`src/hdl/field_relative_drive_vector_unit_defines.svh`:
```
// ---------------------------------------------------------------------------
// Field-relative drive vector: assertion macros
// Shared property forms for the checks at the end of the top level.
// ---------------------------------------------------------------------------
`ifndef FIELD_RELATIVE_DRIVE_VECTOR_UNIT_DEFINES_SVH
`define FIELD_RELATIVE_DRIVE_VECTOR_UNIT_DEFINES_SVH

// Same-cycle implication, sampled on clk, off during reset.
`define FDV_ASSERT_NOW(lbl, ante, cons, msg) \
  lbl: assert property (@(posedge clk) disable iff (rst) (ante) |-> (cons)) \
    else $error(msg);

// Next-cycle implication, sampled on clk, off during reset.
`define FDV_ASSERT_NEXT(lbl, ante, cons, msg) \
  lbl: assert property (@(posedge clk) disable iff (rst) (ante) |=> (cons)) \
    else $error(msg);

`endif

```
`src/hdl/fdv_pkg.sv`:
```
// ---------------------------------------------------------------------------
// fdv_pkg
// Widths, angle constants, arctangent table and stage payload type.
// ---------------------------------------------------------------------------
`timescale 1ns / 1ps
`default_nettype none

package fdv_pkg;

  localparam int SAMPLE_BITS   = 16;
  localparam int CORDIC_STAGES = 16;
  localparam int HEAD_W        = 24;
  localparam int SPEED_W       = 16;
  localparam int DIR_W         = 13;
  localparam int IN_W          = ((2 * SAMPLE_BITS + HEAD_W + 7) / 8) * 8;
  localparam int OUT_W         = ((SPEED_W + DIR_W + 7) / 8) * 8;

  // angles in 1/16 degree
  localparam int FULL_TURN    = 5760;
  localparam int HALF_TURN    = 2880;
  localparam int QUARTER_TURN = 1440;
  localparam int ANGLE_W      = 13;

  localparam int WORK_SHIFT = 16;
  localparam int TABLE_LEN  = 24;
  localparam int ROUND_BIAS = 2 ** (WORK_SHIFT - 1);

  localparam int CORDIC_USED = (CORDIC_STAGES < TABLE_LEN) ? CORDIC_STAGES : TABLE_LEN;
  localparam int CW          = SAMPLE_BITS + WORK_SHIFT + 3;
  localparam int ZW          = 30;
  localparam int SQ_W        = 2 * SAMPLE_BITS;
  localparam int RW          = SAMPLE_BITS + 2;

  // heading: bias to a non-negative multiple of a turn, then binary reduction
  localparam int HEAD_BIAS  = ((2 ** (HEAD_W - 1) + FULL_TURN - 1) / FULL_TURN) * FULL_TURN;
  localparam int HEAD_U_W   = HEAD_W + 1;
  localparam int MOD_STEPS  = 12;

  localparam int ITER_A  = (CORDIC_USED > SAMPLE_BITS) ? CORDIC_USED : SAMPLE_BITS;
  localparam int N_ITER  = (ITER_A > MOD_STEPS) ? ITER_A : MOD_STEPS;

  localparam logic [ANGLE_W-1:0] ANG_0   = '0;
  localparam logic [ANGLE_W-1:0] ANG_90  = ANGLE_W'(QUARTER_TURN);
  localparam logic [ANGLE_W-1:0] ANG_180 = ANGLE_W'(2 * QUARTER_TURN);
  localparam logic [ANGLE_W-1:0] ANG_270 = ANGLE_W'(3 * QUARTER_TURN);

  typedef struct packed {
    logic signed [CW-1:0]   a;
    logic signed [CW-1:0]   b;
    logic signed [ZW-1:0]   z;
    logic [SQ_W-1:0]        sq;
    logic [RW-1:0]          rem;
    logic [SAMPLE_BITS-1:0] root;
    logic [HEAD_U_W-1:0]    hu;
    logic [ANGLE_W-1:0]     base;
    logic                   axis;
  } iter_t;

  // atan(2^-i) in 1/16 degree * 2^-16
  function automatic logic signed [ZW-1:0] atan_val(input int idx);
    logic signed [ZW-1:0] v;
    unique case (idx)
      0:  v = ZW'(47185920);
      1:  v = ZW'(27855475);
      2:  v = ZW'(14718068);
      3:  v = ZW'(7471121);
      4:  v = ZW'(3750058);
      5:  v = ZW'(1876857);
      6:  v = ZW'(938658);
      7:  v = ZW'(469357);
      8:  v = ZW'(234682);
      9:  v = ZW'(117342);
      10: v = ZW'(58671);
      11: v = ZW'(29335);
      12: v = ZW'(14668);
      13: v = ZW'(7334);
      14: v = ZW'(3667);
      15: v = ZW'(1833);
      16: v = ZW'(917);
      17: v = ZW'(458);
      18: v = ZW'(229);
      19: v = ZW'(115);
      20: v = ZW'(57);
      21: v = ZW'(29);
      22: v = ZW'(14);
      23: v = ZW'(7);
      default: v = '0;
    endcase
    return v;
  endfunction

endpackage

`default_nettype wire

```
`src/hdl/fdv_back.sv`:
```
// ---------------------------------------------------------------------------
// fdv_back
// Angle rounding and quadrant assembly, speed rounding, heading difference
// and wrap (two stages, the second is the output register).
// ---------------------------------------------------------------------------
`timescale 1ns / 1ps
`default_nettype none

module fdv_back (
  input  wire logic                           clk,
  input  wire logic                           rst,
  input  wire logic                           advance,
  input  wire logic                           in_vld,
  input  fdv_pkg::iter_t                      in_data,
  output logic                                out_vld,
  output logic [fdv_pkg::SPEED_W-1:0]         speed,
  output logic signed [fdv_pkg::DIR_W-1:0]    drive_dir
);
  import fdv_pkg::*;

  localparam int SPEED_MAX = 2 ** SPEED_W - 1;

  logic                   vld_a;
  logic [ANGLE_W-1:0]     hc, hc_next;
  logic [ANGLE_W-1:0]     comp, comp_next;
  logic [SPEED_W-1:0]     spd, spd_next;

  logic signed [ZW-1:0]   z_rnd, z_sh;
  logic [ANGLE_W-1:0]     z_clamp, c_sum;
  logic                   round_up;
  logic [SAMPLE_BITS:0]   spd_full;
  logic signed [ANGLE_W:0] diff, diff_next;

  // stage A: rounded quadrant angle, compass angle, rounded speed
  assign z_rnd = in_data.z + $signed(ZW'(ROUND_BIAS));
  assign z_sh  = z_rnd >>> WORK_SHIFT;

  always_comb begin
    if (in_data.axis || z_sh[ZW-1]) begin
      z_clamp = '0;
    end else if (z_sh > $signed(ZW'(QUARTER_TURN))) begin
      z_clamp = ANGLE_W'(QUARTER_TURN);
    end else begin
      z_clamp = z_sh[ANGLE_W-1:0];
    end
  end

  always_comb begin
    c_sum = in_data.base + z_clamp;
    if (c_sum >= ANGLE_W'(FULL_TURN)) begin
      comp_next = c_sum - ANGLE_W'(FULL_TURN);
    end else begin
      comp_next = c_sum;
    end
  end

  assign round_up = in_data.rem > {2'b00, in_data.root};
  assign spd_full = {1'b0, in_data.root} + (SAMPLE_BITS + 1)'(round_up);
  assign spd_next = (spd_full > (SAMPLE_BITS + 1)'(SPEED_MAX)) ? SPEED_W'(SPEED_MAX)
                                                               : SPEED_W'(spd_full);
  assign hc_next  = in_data.hu[ANGLE_W-1:0];

  // stage B: difference, wrapped into half a turn either way
  assign diff = $signed({1'b0, hc}) - $signed({1'b0, comp});

  always_comb begin
    if (diff > HALF_TURN) begin
      diff_next = diff - (ANGLE_W + 1)'(FULL_TURN);
    end else if (diff < -HALF_TURN) begin
      diff_next = diff + (ANGLE_W + 1)'(FULL_TURN);
    end else begin
      diff_next = diff;
    end
  end

  always_ff @(posedge clk) begin
    if (rst) begin
      vld_a   <= 1'b0;
      out_vld <= 1'b0;
    end else if (advance) begin
      vld_a   <= in_vld;
      out_vld <= vld_a;
    end
  end

  always_ff @(posedge clk) begin
    if (advance) begin
      hc        <= hc_next;
      comp      <= comp_next;
      spd       <= spd_next;
      speed     <= spd;
      drive_dir <= diff_next[DIR_W-1:0];
    end
  end

endmodule

`default_nettype wire

```
`config.mk`:
```
export PLATFORM = sky130hd
export DESIGN_NAME = fdv_back
export DESIGN_NICKNAME = d
export VERILOG_FILES = /design/src/hdl/field_relative_drive_vector_unit_defines.svh /design/src/hdl/fdv_pkg.sv /design/src/hdl/fdv_back.sv
export SDC_FILE = /design/constraint.sdc
export NUM_CORES = 1
export LEC_CHECK = 0
export ABC_AREA = 1
export BUFFER_PORTS_ARGS = -buffer_cell sky130_fd_sc_hd__clkbuf_2
export CAP_MARGIN = 10
export CELL_PAD_IN_SITES_DETAIL_PLACEMENT = 0
export CELL_PAD_IN_SITES_GLOBAL_PLACEMENT = 1
export CORE_MARGIN = 8
export CORE_UTILIZATION = 25
export DETAILED_ROUTE_END_ITERATION = 6
export HOLD_SLACK_MARGIN = 0.02
export PLACE_DENSITY_LB_ADDON = 0.25
export SLEW_MARGIN = 20
export SYNTH_ARGS = -nofsm -noshare
export SYNTH_HDL_FRONTEND = slang
export SYNTH_SLANG_ARGS = --single-unit
export TNS_END_PERCENT = 100
```
`constraint.sdc`:
```
create_clock -name clk -period 4.09 [get_ports clk]
set_input_delay 0.6135 -clock clk [delete_from_list [all_inputs] [get_ports clk]]
set_output_delay 0.6135 -clock clk [all_outputs]
set_load 0.05 [all_outputs]
```
# Word level (Yosys, flattened, before mapping)
# Index checks and enable logic that the tools add are counted.
word_totals:
  romBits: 0
  latchBits: 0
  regBits: 73
  memories: 0
  ramBits: 0
  elab_cells: 26
  in_bits: 209
op_classes:
  n_reduce_logical: 1
  div: 0
  muxes: 5
  multipliers: 0
  bitwise: 0
  magnitude_cmp: 6
  eq_ne: 0
  shifts: 0
  add_sub_neg: 7
ops:
  columns: ["cell", "count"]
  rows:
  - ["two-way mux 13 bit", 5]
  - ["adder 30 x 17 -> 30 bit (second input constant)", 1]
  - ["subtractor 13 bit (second input constant)", 2]
  - ["greater-than comparator 18 x 16 -> 1 bit", 1]
  - ["adder 16 x 1 -> 17 bit", 1]
  - ["greater-than comparator 17 x 16 -> 1 bit (second input constant)", 1]
  - ["greater-than comparator 14 x 12 -> 1 bit (second input constant)", 1]
  - ["greater-than comparator 14 x 13 -> 1 bit (second input constant)", 1]
  - ["< comparator 14 x 13 -> 1 bit (second input constant)", 1]
  - ["subtractor 13 x 13 -> 14 bit", 1]
  - ["adder 13 bit", 1]
  - ["adder 13 bit (second input constant)", 1]
  - ["greater-or-equal comparator 13 bit (second input constant)", 1]
  - ["logical OR 1 bit", 1]

# Depth between registers and ports, before layout
logic_depth:
  word_depth: 7
  mapped_depth: 32
  depth_no_buf: 32

# Worst setup path before layout
# OpenSTA, ideal clock, no wires.
synth_path:
  path_kind: "input-to-reg"
  startpoint: "input in_data[120] (netlist bit)"
  endpoint: "register comp[7], data pin"
  n_path_buf: 0
  t_arrival_ns: 3.735
  setup_slack_ns: 0.095
  stages: 26
  cell_sequence: "ha_1 > nand2_1 > nor3_2 > nand3_1 > nor2_1 > nand4_1 > xor2_1 > inv_1 > nor2_1 > nand2_2 > nor2_1 > ha_1 > inv_1 > fa_1 > inv_1 > nand3_1 > nand2_2 > nand3_2 > nand2_2 > xor2_2 > nor2_2 > nor2_4 > nand2_2 > nand2_2 > nand2_4 > xnor2_1"
synth_between:
  elab_chain_cells: 7
  elab_cells_between_ends: 9
  cone_classes: "3 x add/sub; 2 x order compare; 3 x mux; 1 x reduce/logical"
synth_lines:
  columns: ["item", "line_no", "rtl"]
  rows:
  - ["from (decl)", "fdv_back.sv:14", "input fdv_pkg::iter_t in_data,"]
  - ["adder 30 x 17 -> 30 bit *", "fdv_back.sv:35", "assign z_rnd = in_data.z + $signed(ZW'(ROUND_BIAS));"]
  - ["greater-than comparator 14 x 12 -> 1 bit", "fdv_back.sv:41", "end else if (z_sh > $signed(ZW'(QUARTER_TURN))) begin"]
  - ["two-way mux 13 bit", "fdv_back.sv:41", null]
  - ["two-way mux 13 bit *", "fdv_back.sv:39", "if (in_data.axis || z_sh[ZW-1]) begin"]
  - ["adder 13 bit *", "fdv_back.sv:49", "c_sum = in_data.base + z_clamp;"]
  - ["subtractor 13 bit / greater-or-equal comparator 13 bit (equally long branches)", "fdv_back.sv:51, fdv_back.sv:50", null]
  - ["two-way mux 13 bit *", "fdv_back.sv:50", "if (c_sum >= ANGLE_W'(FULL_TURN)) begin"]
  - ["via comp_next[7]", "fdv_back.sv:25", "logic [ANGLE_W-1:0] comp, comp_next;"]
  - ["to (signal assigned)", "fdv_back.sv:89", "comp <= comp_next;"]
  - ["to (decl)", "fdv_back.sv:25", null]
# Mark *: on every way through the listed nets, which the timed path passes. The rest lies on a longest branch.
# A chain may end at the register's enable or synchronous reset.

# Worst setup path in the final report
layout_path:
  startpoint: "input in_data[120] (netlist bit)"
  endpoint: "register comp[10], data pin"
# Same word-level chain as after synthesis.

==> impl_results.md <==
* Worst hold endpoint: speed[9]$_DFFE_PP_
* CTS Buf Count at 9
* Overall power at ~0.0031 W
* Htree depth at 3
* Synthesized flop and latch total at 73
* Flop2flop setup slack at 1.31 ns
* Core area at 21760 um^2
* IO Port Bufs at 109
* Share of cells above drive strength 1 at 26.79%
* Endpoint class of the critical path: flip-flop
* Synth warn at 0
* Worst Min Path Start: spd[9]$_SDFFCE_PN1P_
* ANT nets after route at 0
* WP buf/inv at 5
* Clk Latency, worst-skew pair at around 0.34 ns
* Top FF cell, synth: edfxtp_1
* CTS root buf: clkbuf_16
* Cells after synthesis at 684
* Initial Util at approximately 25%
* Clock transition at path regs at 0.06 ns
* Post-Syn Area per Cell at 8.087 um^2
* Worst path depth at 30
* Mapped Nets at ~940
* Unrepaired setup endpoints after global routing: false
* Placer congestion estimate at 0.7726
* Cell Rows at 54
* Tmin final at 3.737 ns
* Power Density at 441.8 nW/um^2
* Crit share post-route at between 90 and 100%
* Worst EP arrival at 3.83 ns
* WHS Path Cells at 0
* Gr usage total at 10.18%
* Setup violations, final at 0
* Distinct cells, synth at 38
* Clk buf depth at 2
* Worst vdd ir at 196.3 uV
* DRC at 0
* Overall routed net length at 13360 um
* I/O Pins at approximately 240
* 1st-iter DRT viols at 149
* Global-route wire length before repair at 22280 um
* Vias in the first global route at 4721
* Startpoint Class: input port
* Critical Path Most Common Cell: nand2_2
* Die footprint at between 20000 and 30000 um^2
* Top delay family on crit path: simple AND/OR/NAND/NOR gates
* EDFF count, synth at between 70 and 80
* Vias at 4594
* Postcts setup bufs at 0
* LEAKAGE at 3.641 nW
* Detail Placement HPWL at 11110 um
* Final slew viol count at 0
* Status: completed
* Total of max-cap violations at 0
* Total global routing overflow at 0
* Sink Count at 73
* CP max stage delay at 0.37 ns
* Synthesis-to-layout area growth at 28.18%
* CTS tree: done
* Design Area, Final at 7091 um^2
* Crit path max fanout at 6
* Reg-to-reg endpoint: drive_dir[11]$_DFFE_PP_
* Max_slew headroom at a little under two fifths
* Avg Vias per Cell at 4.062
* Largest net degree at the start of global routing at 75
* Antenna violations before repair at 0
* Worst-Margin Slew at about 0.9 ns
* DR WL/cell at around 12 um
* Critical path class: in -> reg
* Critical R2R Launch: comp[0]$_DFFE_PP_
* DRT Pass-1 Iters at 4
* DP Area at 6748 um^2
* CP max-delay cell: fa_1
* Hold WC Path Type: reg -> reg
* # diodes at 0
* Sequential share of the synthesized area at 39.27%
* Fin. Hold Viols at 0
* Synth Cell Area at 5532 um^2
* Path depth of the worst reg2reg path at 15
* Async S/R FF share, synth at 0%
* Clk_skew at 0.004544 ns
* Die Y at 164.8 um
* Worst path required time at roughly 4.2 ns
* Nets at approximately 1100
* Die Span X at approximately 160 um
* Fmax at 267.6 MHz
[synth_stat cells (all sizes together), types with 2 or more instances]
cell	number	area [um^2]
nand2	205	832.0
inv	124	465.5
edfxtp	71	2132
nand3	59	340.3
nor2	49	203.9
ha	47	588.1
a21oi	30	161.4
xor2	27	270.3
o21ai	15	90.09
nand4	13	81.33
nor3	13	80.08
xnor2	13	113.9
a21o	3	22.52
or2	3	18.77
a31oi	2	12.51
dfxtp	2	40.04
fa	2	40.04
[cell type report]
class                           count  area [um^2]
Fill cell                        2374        14670
Multi-Input combinational cell    486         2923
Sequential cell                    73         2172
Timing Repair Buffer              152        870.8
Inverter                          124        465.4
Tap cell                          280        350.3
Clock buffer                        9        225.2
Clock inverter                      7        83.83
[power breakdown]
| part | total, W | internal, W | switching [W] |
|---|---|---|---|
| combinational | 0.00132 | 0.000434 | 0.000882 |
| sequential | 0.000985 | 0.000960 | 0.0000250 |
| clock | 0.000833 | 0.000485 | 0.000348 |
| total | 0.00313 | 0.00188 | 0.00125 |
[worst max path at each step]
stage	startpoint	endpoint	slack (ns)
4_1_cts	in_data[120]	comp[10]$_DFFE_PP_	0.17
5_1_grt	in_data[120]	comp[9]$_DFFE_PP_	0.005
3_5_place_dp	in_data[120]	comp[10]$_DFFE_PP_	-0.19
6_report	in_data[120]	comp[10]$_DFFE_PP_	0.35
2_1_floorplan	in_data[120]	comp[7]$_DFFE_PP_	0.09
3_3_place_gp	in_data[120]	comp[9]$_DFFE_PP_	-0.23
[state kept, by name (all words and copies together), names as in the netlist]
signal     count
out_vld        1
vld_a          1
spd           16
comp          13
drive_dir     13
speed         16
hc            13
[cell families after synthesis]
kind of cell             count (synthesis)  synth area share [%]
AO/OA/AOI/OAI                           53                 5.610
flip-flops                              73                 39.27
XOR/XNOR                                40                 6.944
buffers and inverters                  125                 8.505
other                                    1               0.06779
AND/OR/NAND/NOR                        343                 28.25
adder cells (fa/ha/maj)                 49                 11.35
[layout by cell type, fill, tap and decap left out, types with 3 or more instances in the layout]
cell,instances
nand2_1,183
inv_1,116
clkbuf_2,108
edfxtp_1,71
nand3_1,51
ha_1,46
buf_4,44
nor2_1,40
a21oi_1,27
xor2_1,24
nand2_2,20
nand4_1,13
xnor2_1,13
o21ai_0,11
nor3_1,10
clkbuf_16,9
inv_2,8
nor2_2,7
nand3_2,6
a21oi_2,3
a21o_1,3
inv_6,3
[through the flow]
stage / setup TNS, ns / setup slack, ns / hold slack [ns] / cells / utilization [%]
floorplan: 0 / 0.09483 / 0.4003 / 684 / -
global placement: -1.122 / -0.2265 / 0.4038 / 1115 / 31.02
detailed placement: -0.9294 / -0.1939 / 0.4045 / 1115 / 31.02
CTS: 0 / 0.1656 / 0.4203 / 1131 / 32.44
global route: 0 / 0.005156 / 0.4302 / 1131 / 32.59
finish: 0 / 0.3525 / 0.4190 / 1131 / 32.59
[metal layers]
metal,vias up,track usage [%],routed length (um)
li1,2543,-,-
met3,10,1.969,514
met4,0,3.849,191
met2,65,17.51,6500
met1,1976,12.37,6149
met5,-,0,0
[what timing repair did]
item,CTS,global route
gates resized for setup,0,9
setup endpoints to repair,0,6
hold buffers,0,0
No activity file was read; power rests on OpenSTA's default activity.
