$ cat config.mk
export PLATFORM = sky130hd
export DESIGN_NAME = fdv_front
export DESIGN_NICKNAME = d
export VERILOG_FILES = /design/src/hdl/field_relative_drive_vector_unit_defines.svh /design/src/hdl/fdv_pkg.sv /design/src/hdl/fdv_front.sv
export SDC_FILE = /design/constraint.sdc
export NUM_CORES = 1
export LEC_CHECK = 0
export ABC_AREA = 1
export BUFFER_PORTS_ARGS = -buffer_cell sky130_fd_sc_hd__buf_2
export CORE_ASPECT_RATIO = 2
export CORE_MARGIN = 2
export CORE_UTILIZATION = 62
export DETAILED_ROUTE_END_ITERATION = 8
export PLACE_DENSITY = 0.87
export SYNTH_ARGS = -nofsm -noshare
export SYNTH_HDL_FRONTEND = slang
export SYNTH_SLANG_ARGS = --single-unit
$ cat constraint.sdc
create_clock -name clk -period 6.5 [get_ports clk]
set_clock_uncertainty 0.1 [all_clocks]
set_input_delay 0.65 -clock clk [delete_from_list [all_inputs] [get_ports clk]]
set_output_delay 0.65 -clock clk [all_outputs]
set_load 0.01 [all_outputs]
$ cat src/hdl/field_relative_drive_vector_unit_defines.svh
// ---------------------------------------------------------------------------
// Field-relative drive vector: assertion macros
// Shared property forms for the checks at the end of the top level.
// ---------------------------------------------------------------------------
`ifndef FIELD_RELATIVE_DRIVE_VECTOR_UNIT_DEFINES_SVH
`define FIELD_RELATIVE_DRIVE_VECTOR_UNIT_DEFINES_SVH

// Same-cycle implication, sampled on clk, off during reset.
`define FDV_ASSERT_NOW(lbl, ante, cons, msg) \
  lbl: assert property (@(posedge clk) disable iff (rst) (ante) |-> (cons)) \
    else $error(msg);

// Next-cycle implication, sampled on clk, off during reset.
`define FDV_ASSERT_NEXT(lbl, ante, cons, msg) \
  lbl: assert property (@(posedge clk) disable iff (rst) (ante) |=> (cons)) \
    else $error(msg);

`endif

$ cat src/hdl/fdv_pkg.sv
// ---------------------------------------------------------------------------
// fdv_pkg
// Widths, angle constants, arctangent table and stage payload type.
// ---------------------------------------------------------------------------
`timescale 1ns / 1ps
`default_nettype none

package fdv_pkg;

  localparam int SAMPLE_BITS   = 16;
  localparam int CORDIC_STAGES = 16;
  localparam int HEAD_W        = 24;
  localparam int SPEED_W       = 16;
  localparam int DIR_W         = 13;
  localparam int IN_W          = ((2 * SAMPLE_BITS + HEAD_W + 7) / 8) * 8;
  localparam int OUT_W         = ((SPEED_W + DIR_W + 7) / 8) * 8;

  // angles in 1/16 degree
  localparam int FULL_TURN    = 5760;
  localparam int HALF_TURN    = 2880;
  localparam int QUARTER_TURN = 1440;
  localparam int ANGLE_W      = 13;

  localparam int WORK_SHIFT = 16;
  localparam int TABLE_LEN  = 24;
  localparam int ROUND_BIAS = 2 ** (WORK_SHIFT - 1);

  localparam int CORDIC_USED = (CORDIC_STAGES < TABLE_LEN) ? CORDIC_STAGES : TABLE_LEN;
  localparam int CW          = SAMPLE_BITS + WORK_SHIFT + 3;
  localparam int ZW          = 30;
  localparam int SQ_W        = 2 * SAMPLE_BITS;
  localparam int RW          = SAMPLE_BITS + 2;

  // heading: bias to a non-negative multiple of a turn, then binary reduction
  localparam int HEAD_BIAS  = ((2 ** (HEAD_W - 1) + FULL_TURN - 1) / FULL_TURN) * FULL_TURN;
  localparam int HEAD_U_W   = HEAD_W + 1;
  localparam int MOD_STEPS  = 12;

  localparam int ITER_A  = (CORDIC_USED > SAMPLE_BITS) ? CORDIC_USED : SAMPLE_BITS;
  localparam int N_ITER  = (ITER_A > MOD_STEPS) ? ITER_A : MOD_STEPS;

  localparam logic [ANGLE_W-1:0] ANG_0   = '0;
  localparam logic [ANGLE_W-1:0] ANG_90  = ANGLE_W'(QUARTER_TURN);
  localparam logic [ANGLE_W-1:0] ANG_180 = ANGLE_W'(2 * QUARTER_TURN);
  localparam logic [ANGLE_W-1:0] ANG_270 = ANGLE_W'(3 * QUARTER_TURN);

  typedef struct packed {
    logic signed [CW-1:0]   a;
    logic signed [CW-1:0]   b;
    logic signed [ZW-1:0]   z;
    logic [SQ_W-1:0]        sq;
    logic [RW-1:0]          rem;
    logic [SAMPLE_BITS-1:0] root;
    logic [HEAD_U_W-1:0]    hu;
    logic [ANGLE_W-1:0]     base;
    logic                   axis;
  } iter_t;

  // atan(2^-i) in 1/16 degree * 2^-16
  function automatic logic signed [ZW-1:0] atan_val(input int idx);
    logic signed [ZW-1:0] v;
    unique case (idx)
      0:  v = ZW'(47185920);
      1:  v = ZW'(27855475);
      2:  v = ZW'(14718068);
      3:  v = ZW'(7471121);
      4:  v = ZW'(3750058);
      5:  v = ZW'(1876857);
      6:  v = ZW'(938658);
      7:  v = ZW'(469357);
      8:  v = ZW'(234682);
      9:  v = ZW'(117342);
      10: v = ZW'(58671);
      11: v = ZW'(29335);
      12: v = ZW'(14668);
      13: v = ZW'(7334);
      14: v = ZW'(3667);
      15: v = ZW'(1833);
      16: v = ZW'(917);
      17: v = ZW'(458);
      18: v = ZW'(229);
      19: v = ZW'(115);
      20: v = ZW'(57);
      21: v = ZW'(29);
      22: v = ZW'(14);
      23: v = ZW'(7);
      default: v = '0;
    endcase
    return v;
  endfunction

endpackage

`default_nettype wire

$ cat src/hdl/fdv_front.sv
// ---------------------------------------------------------------------------
// fdv_front
// Quadrant decode, magnitudes, squares and iteration seed (three stages).
// ---------------------------------------------------------------------------
`timescale 1ns / 1ps
`default_nettype none

module fdv_front (
  input  wire logic                                clk,
  input  wire logic                                rst,
  input  wire logic                                advance,
  input  wire logic                                in_vld,
  input  wire logic signed [fdv_pkg::SAMPLE_BITS-1:0] stick_x,
  input  wire logic signed [fdv_pkg::SAMPLE_BITS-1:0] stick_y_raw,
  input  wire logic signed [fdv_pkg::HEAD_W-1:0]   heading,
  output logic                                     out_vld,
  output fdv_pkg::iter_t                           out_data
);
  import fdv_pkg::*;

  typedef struct packed {
    logic [SAMPLE_BITS-1:0] ux;
    logic [SAMPLE_BITS-1:0] uy;
    logic [SAMPLE_BITS-1:0] p;
    logic [SAMPLE_BITS-1:0] q;
    logic [HEAD_U_W-1:0]    hu;
    logic [ANGLE_W-1:0]     base;
    logic                   axis;
  } st1_t;

  typedef struct packed {
    logic [SQ_W-1:0]        sqx;
    logic [SQ_W-1:0]        sqy;
    logic [SAMPLE_BITS-1:0] p;
    logic [SAMPLE_BITS-1:0] q;
    logic [HEAD_U_W-1:0]    hu;
    logic [ANGLE_W-1:0]     base;
    logic                   axis;
  } st2_t;

  st1_t st1, st1_next;
  st2_t st2, st2_next;
  iter_t seed_next;
  logic vld1, vld2;

  logic [SAMPLE_BITS-1:0] ux, uy;
  logic x_pos, x_neg, y_up, y_dn;

  assign ux = stick_x[SAMPLE_BITS-1] ? SAMPLE_BITS'(~stick_x + 1'b1) : SAMPLE_BITS'(stick_x);
  assign uy = stick_y_raw[SAMPLE_BITS-1] ? SAMPLE_BITS'(~stick_y_raw + 1'b1)
                                         : SAMPLE_BITS'(stick_y_raw);
  assign x_neg = stick_x[SAMPLE_BITS-1];
  assign x_pos = !stick_x[SAMPLE_BITS-1] && (stick_x != '0);
  // y is negated: raw negative means stick up
  assign y_up  = stick_y_raw[SAMPLE_BITS-1];
  assign y_dn  = !stick_y_raw[SAMPLE_BITS-1] && (stick_y_raw != '0);

  always_comb begin
    st1_next      = '0;
    st1_next.ux   = ux;
    st1_next.uy   = uy;
    st1_next.hu   = {heading[HEAD_W-1], heading} + HEAD_U_W'(HEAD_BIAS);
    priority if (x_pos && y_up) begin
      st1_next.p = uy; st1_next.q = ux; st1_next.base = ANG_0;
    end else if (x_pos && y_dn) begin
      st1_next.p = ux; st1_next.q = uy; st1_next.base = ANG_90;
    end else if (x_neg && y_dn) begin
      st1_next.p = uy; st1_next.q = ux; st1_next.base = ANG_180;
    end else if (x_neg && y_up) begin
      st1_next.p = ux; st1_next.q = uy; st1_next.base = ANG_270;
    end else if (y_up) begin
      st1_next.axis = 1'b1; st1_next.base = ANG_0;
    end else if (x_pos) begin
      st1_next.axis = 1'b1; st1_next.base = ANG_90;
    end else if (y_dn) begin
      st1_next.axis = 1'b1; st1_next.base = ANG_180;
    end else if (x_neg) begin
      st1_next.axis = 1'b1; st1_next.base = ANG_270;
    end else begin
      st1_next.axis = 1'b1; st1_next.base = ANG_0;
    end
  end

  always_comb begin
    st2_next.sqx  = SQ_W'(st1.ux) * SQ_W'(st1.ux);
    st2_next.sqy  = SQ_W'(st1.uy) * SQ_W'(st1.uy);
    st2_next.p    = st1.p;
    st2_next.q    = st1.q;
    st2_next.hu   = st1.hu;
    st2_next.base = st1.base;
    st2_next.axis = st1.axis;
  end

  always_comb begin
    seed_next      = '0;
    seed_next.a    = $signed({{(CW-SAMPLE_BITS-WORK_SHIFT){1'b0}}, st2.p, {WORK_SHIFT{1'b0}}});
    seed_next.b    = $signed({{(CW-SAMPLE_BITS-WORK_SHIFT){1'b0}}, st2.q, {WORK_SHIFT{1'b0}}});
    seed_next.sq   = st2.sqx + st2.sqy;
    seed_next.hu   = st2.hu;
    seed_next.base = st2.base;
    seed_next.axis = st2.axis;
  end

  always_ff @(posedge clk) begin
    if (rst) begin
      vld1    <= 1'b0;
      vld2    <= 1'b0;
      out_vld <= 1'b0;
    end else if (advance) begin
      vld1    <= in_vld;
      vld2    <= vld1;
      out_vld <= vld2;
    end
  end

  always_ff @(posedge clk) begin
    if (advance) begin
      st1      <= st1_next;
      st2      <= st2_next;
      out_data <= seed_next;
    end
  end

endmodule

`default_nettype wire

Word level (Yosys, flattened, before mapping). Index checks and enable logic that the tools add are counted.

Register bits after elaboration: 344. Logic and storage cells: 61. Input port bits: 60.

Multiply operators: 2. $add $sub $neg: 4. Bitwise operators: 2. Multiplexer cells: 13. Reduce and logical (&&, ||, !) cells: 14.

Operators with widths (count): $mux W32 (4); $mul A16 B16 Y32 (2); $mux W14 (4); $add A16 B1 Y16 const B (2); $add A32 B32 Y32 (1); $mux W16 (2); $not A16 Y16 (2); $reduce_bool A16 Y1 (2); $add A25 B24 Y25 const B (1); $mux W13 (1); $mux W12 (1); $mux W11 (1); $reduce_or A7 Y1 (1); $logic_and A1 B1 Y1 (6); $reduce_or A4 Y1 (1); $reduce_or A3 Y1 (1); $logic_not A1 Y1 (2); $reduce_or A2 Y1 (1).

Depth between registers and ports, before layout. Gate-level depths: netlist of run 1.

Depth after elaboration: 8. Depth in mapped cells: 27. Mapped depth without buffers: 25.

Least setup slack after synthesis of run 1. No wires, ideal clock.

Path type: register -> register. From: register st1[95] (netlist name). To: register st2[132] (netlist name), data pin. Required time: 6.147 ns. Stages on the path, launching flop included: 25. Clock period less this slack: 5.513 ns. Path slack: 0.987 ns. Data arrival time: 5.160 ns. Cells stage by stage: edfxtp_1 > clkbuf_1 > nand2_1 > inv_1 > fa_1 > inv_1 > fa_1 > inv_1 > fa_1 > inv_1 > fa_1 > inv_1 > fa_1 > inv_1 > fa_1 > inv_1 > ha_1 > nand2_1 > inv_1 > a21oi_1 > nand3_1 > nand2_1 > nand3_1 > nand2_1 > nand2_1.

RTL lines: from (decl) (RTL line fdv_front.sv:41) `st1_t st1, st1_next;`; from (signal assigned) (RTL line fdv_front.sv:118) `st1 <= st1_next;`; to (signal assigned) (RTL line fdv_front.sv:119) `st2 <= st2_next;`; to (decl) (RTL line fdv_front.sv:42) `st2_t st2, st2_next;`.

==> results of run 1 <==
==> worst max-delay path, cell delays in order (launching register included) <==
cell and delay (ps):
edfxtp_1 820, nand2_1 210, fa_1 540, inv_1 60, fa_1 510, inv_1 70
fa_1 570, inv_1 70, fa_1 450, fa_1 490, inv_1 50, fa_1 540
inv_1 60, ha_1 370, nand2_1 80, inv_1 90, nand2_1 140, nor3_1 250
nand3_1 140, nand4_1 120, nand2_1 80
==> final cells by class <==
cell class / instances / area (um^2) / share of cell area, %
diodes: 2 / 5.00 / 0.0155
clock buffers: 31 / 733 / 2.26
clock inverters: 22 / 255 / 0.788
inverters: 881 / 3310 / 10.2
multi-input cells: 2207 / 16700 / 51.7
flip-flops and latches: 321 / 9610 / 29.7
well taps: 638 / 798 / 2.47
repair buffers: 174 / 933 / 2.88
==> registers in the layout (all words and copies together) (netlist names) <==
signal     cells
vld2           1
st1           96
out_data      96
out_vld        1
st2           62
vld1           1
seed_next     64
==> final timing paths <==
check,endpoint,cells past startpoint
worst max-delay path,st2[95]$_DFFE_PP_,20
worst min-delay path,out_vld$_SDFFE_PP0P_,2
worst max register to register,st2[95]$_DFFE_PP_,20
worst min register to register,out_data[196]$_DFFE_PP_,0
==> cells by family after synthesis <==
group | after synthesis
AOI/OAI and AO/OA | 119
xor gates and xnor gates | 98
adders and majority gates | 558
buffers and inverters | 1061
DFF | 321
other | 1
and+or+nand+nor | 1325
==> layer usage <==
layer / share of wire (%) / up-vias / GRT usage [%]
met4: 8.3 / 0 / 20.9
met2: 55 / 945 / 55.7
met1: 33 / 10535 / 27.8
met5: 0 / - / 0
li1: - / 10502 / -
met3: 4.5 / 321 / 2.60
==> per-stage QoR <==
step           worst slack, ps  cells  hold slack, ps  area (um^2)  util [%]
3_3_place_gp               574   4221             301        31400      64.9
2_1_floorplan              987   3589             300        30800         -
5_1_grt                    105   4276             131        32400      67.0
3_5_place_dp               473   4221             305        31400      64.9
4_1_cts                    453   4274             118        32400      66.9
6_report                   442   4276             148        32400      67.0
==> layout by cell type (no fill, tap or decap), types with 35 or more instances in the layout <==
cell / n
xor2_1: 83
inv_1: 876
a21oi_1: 72
buf_2: 157
fa_1: 324
ha_1: 234
nor3_1: 35
nand3_1: 101
nor2_1: 147
conb_1: 107
edfxtp_1: 318
nand2_1: 971
==> impl_metrics.csv, run 1 <==
group,metric,value,unit
synth,yosys.area.top_type_share,31.4,%
setup_path,start_kind,"register",
setup_path,cp-startpoint,"st1[77]$_DFFE_PP_",
run_status,outcome,"completed",
setup_path,crit_arrival,6280,ps
synth,ys_seq_elements,321,
floorplan,die_w,161,um
setup_path,worstSetupPathType,"reg -> reg",
sta,tns,0,ps
clock_tree,cts-root-buf,"clkbuf_16",
floorplan,initial_core_util,62.8,%
global_route,grt_overflow_total,0,
sta,grt_setup_unrepaired,"false",
synth,synth_area_leader_cell,"edfxtp_1",
clock_tree,cts-hold-fix-buffers,0,
floorplan,rows,114,
global_route,grt_pass1_wl,113000,um
setup_path,end_kind,"register",
floorplan,io_pins,266,
synth,yosysSeqAreaShare,31.6,%
synth,yosys_warnings,0,
clock_tree,cts_buffer_depth,3,
cells_and_area,fill_cells,3712,
cells_and_area,synthToLayoutAreaGrowth,6.58,%
floorplan,fp.coreArea,48400,um^2
sta,fin_crit_sh,93.2,%
sta,worst_pin_slew,1050,ps
synth,synth_simple_gate_area_share,17.7,%
synth,synthesis.area,30400,um^2
routing,post-route-drc-count,0,
job,cap_violations,0,
synth,synth_xor_area_share,2.88,%
synth,postSynthCellCount,3483,
clock_tree,cts.clk_slew.worst_paths,70,ps
placement,io_buffer_count,158,
sta,finalHoldViolCount,0,
sta,setup_viol,0,
setup_path,critPathRequiredTime,6730,ps
clock_tree,h-tree-depth,1,
synth,synth_compound_gate_area_share,2.14,%
synth,syn_area_per_cell,8.72,um^2
clock_tree,ctsResizeCount,0,
routing,route.antenna.remaining_nets,0,
floorplan,die_y,317,um
clock_tree,insertion_delay,590,ps
synth,synthMuxAreaShare,0,%
clock_tree,cts_buffers,29,
sta,final_max_slew_viol_count,0,
setup_path,path_max_fanout,16,
floorplan,die_area,50900,um^2
min_path,min_path_type,"in -> reg",
synth,synth_ff_type,"edfxtp_1",
synth,synth.most_common_cell,"nand2_1",
routing,routed_wl,70600,um
global_route,antenna_found_initial,3,
clock_tree,numClockSinks,321,
routing,wl_per_cell,16.5,um
synth,yosys-top-cells-area,"edfxtp_1, fa_1, nand2_1",
routing,drtIter0Drc,1211,
placement,globalplace.congestion,0.969,
placement,hpwl,58100,um
setup_path,r2r_setup_slack,440,ps
min_path,min-delay-start,"rst",
sta,slew_headroom,29.7,%
synth,async_reset_ff_share,0,%
clock_tree,cts_tree,"yes",
synth,synth-adder-area-share,31.0,%
synth,synth_top_family_by_area,"adder cells",
global_route,grt_max_degree,159,
sta,fmax,165,MHz
clock_tree,post_cts.repair.setup_buffers,0,
routing,vias,22303,
routing,drt_pre_antenna_iters,5,
synth,synth_edf_count,318,
synth,ys_top_cells_by_count,"nand2_1, inv_1, fa_1, edfxtp_1, ha_1",
setup_path,r2r-start,"st1[77]$_DFFE_PP_",
cells_and_area,nets,4232,
global_route,grtUsageTotal,28.6,%
global_route,grt_pass1_vias,23406,
cells_and_area,layout-drive-gt1-share,7.37,%
routing,viasPerCell,5.22,
synth,ys_types,38,
sta,finalCriticalPeriod,6060,ps
Power of run 1 is left out: the tool's default activity adds up to more than one toggle a clock period on the data nets, which glitch-free logic cannot reach.
==> inputs of run 2 (changes only) <==
- ABC_AREA: 1 -> default
- PLACE_DENSITY: 0.87 -> 0.88
- clock period: 6.5 -> 6.1 ns (I/O delays scaled with it)
==> run 2 against run 1 <==
The flow now finishes with violations (negative setup slack). First-iteration DRC count grew 22%. Synthesized cell count shrank 25%. Final cell count is 17% lower.
==> impl_metrics.csv, run 2 <==
group,metric,value,unit
run_status,outcome,"complete, but fails checks",
run_status,violations,"negative setup slack",
clock_tree,cts.clk_slew.worst_paths,70,ps
cells_and_area,nets,3566,
sta,setup_viol,2,
global_route,grt_overflow_total,0,
sta,grt_setup_unrepaired,"true",
floorplan,initial_core_util,62.9,%
clock_tree,cts_buffer_depth,3,
floorplan,die_w,155,um
cells_and_area,fin_util,71.8,%
synth,synth_compound_gate_area_share,8.26,%
synth,yosys-top-cells-area,"edfxtp_1, fa_1, ha_1",
setup_path,critPathRequiredTime,6330,ps
routing,routed_wl,72800,um
synth,synth_edf_count,318,
synth,synth.most_common_cell,"inv_1",
global_route,grt_max_degree,165,
cells_and_area,final_cells,3535,
clock_tree,cts-hold-fix-buffers,0,
sta,final_max_slew_viol_count,0,
sta,worst_pin_slew,1340,ps
routing,vias,20337,
cells_and_area,design_area,32400,um^2
placement,hpwl,56600,um
sta,slew_headroom,10.4,%
synth,yosys_warnings,0,
setup_path,crit_arrival,6340,ps
global_route,grtUsageTotal,30.3,%
routing,post-route-drc-count,0,
clock_tree,cts_tree,"yes",
routing,route.antenna.remaining_nets,0,
global_route,antenna_found_initial,4,
placement,placed_cell_area,30300,um^2
setup_path,r2r_setup_slack,-10,ps
sta,setup_ws,-10.5,ps
floorplan,io_pins,266,
clock_tree,insertion_delay,620,ps
floorplan,die_y,307,um
floorplan,die_area,47600,um^2
synth,yosysSeqAreaShare,33.9,%
job,cap_violations,0,
setup_path,start_kind,"register",
synth,yosys.area.top_type_share,33.6,%
setup_path,worstSetupPathType,"reg -> reg",
cells_and_area,layout.cells.most_common,"inv_1",
placement,globalplace.congestion,0.948,
sta,tns,-17.0,ps
synth,ys_seq_elements,321,
routing,drtIter0Drc,1476,
sta,finalHoldViolCount,0,
synth,postSynthCellCount,2629,
synth,synth_simple_gate_area_share,9.07,%
routing,wl_per_cell,20.6,um
floorplan,fp.coreArea,45100,um^2
cells_and_area,layout-drive-gt1-share,19.0,%
synth,syn_area_per_cell,10.8,um^2
synth,ys_top_cells_by_count,"inv_1, fa_1, edfxtp_1, ha_1, nand2_1",
synth,synthesis.area,28400,um^2
clock_tree,h-tree-depth,1,
cells_and_area,synthToLayoutAreaGrowth,14.1,%
synth,synth_top_family_by_area,"adder cells",
setup_path,end_kind,"register",
sta,finalCriticalPeriod,6110,ps
sta,fin_crit_sh,100,%
synth,synth_area_leader_cell,"edfxtp_1",
synth,async_reset_ff_share,0,%
synth,ys_types,68,
synth,synth_ff_type,"edfxtp_1",
cells_and_area,layout_common_cells,"inv_1, edfxtp_1, fa_1",
synth,synth-adder-area-share,33.2,%
global_route,grt_pass1_vias,21944,
synth,synthMuxAreaShare,0.366,%
clock_tree,cts_buffers,30,
placement,io_buffer_count,158,
setup_path,path_max_fanout,7,
clock_tree,cts-root-buf,"clkbuf_16",
clock_tree,numClockSinks,321,
placement,place_inst,3420,
floorplan,rows,110,
routing,drt_pre_antenna_iters,6,
min_path,min_path_type,"in -> reg",
routing,viasPerCell,5.75,
sta,fmax,164,MHz
global_route,grt_pass1_wl,111000,um
synth,synth_xor_area_share,4.10,%
run 2: cells by family after synthesis:
logic type	Yosys count
compound gates	353
buf+inv	727
fa+ha+maj	558
other cells	1
mux	10
flops	321
simple gates	526
xor+xnor	133
run 2: routing by layer:
layer	GRT usage [%]	wire, um
met1	28.5	22200
met2	58.7	40400
met3	3.71	3810
met4	21.7	6410
met5	0	0
run 2: metrics by stage:
step                setup slack (ps)  hold slack [ps]
floorplan                        121              300
global placement                -116              300
detailed placement              -225              305
CTS                            -44.4             40.3
global route                    -181             47.3
finish                         -10.5             56.8
run 2: worst paths after layout:
check	start	to	depth (start not counted)
min reg2reg	st1[68]$_DFFE_PP_	seed_next[199]$_DFFE_PP_	0
max reg2reg	st1[81]$_DFFE_PP_	st2[94]$_DFFE_PP_	21
max	st1[81]$_DFFE_PP_	st2[94]$_DFFE_PP_	21
min	heading[3]	st1[17]$_DFFE_PP_	1
run 2: what timing repair did:
| item | in CTS | in global routing |
|---|---|---|
| pin swaps | 2 | 53 |
| setup buffers | 18 | 38 |
| gates resized for setup | 15 | 161 |
| endpoints found under the setup margin | 21 | 30 |
| cloned | 0 | 0 |
run 2: final cells by class:
class	instances	area, um^2
multi-input cells	1687	16600
well taps	560	701
clock inverters	26	245
clock buffers	30	751
repair buffers	362	2420
flip-flops and latches	321	9610
inverters	546	2050
diodes	3	7.51
fillers	3018	12700
run 2: worst max-delay path: stages, from the launching register on:
cell      delay, ps
edfxtp_1        470
buf_4           170
buf_4           170
nand2_1         120
inv_1            70
fa_1            530
fa_2            660
fa_1            470
fa_2            510
fa_1            490
inv_1            50
fa_1            490
inv_2            50
ha_4            210
a21o_1          190
a31oi_2         200
nand2_1          90
o31ai_2         240
buf_4           160
nand2b_1         60
xor2_1          170
buf_4           150
Power of run 2 is left out for the same reason.
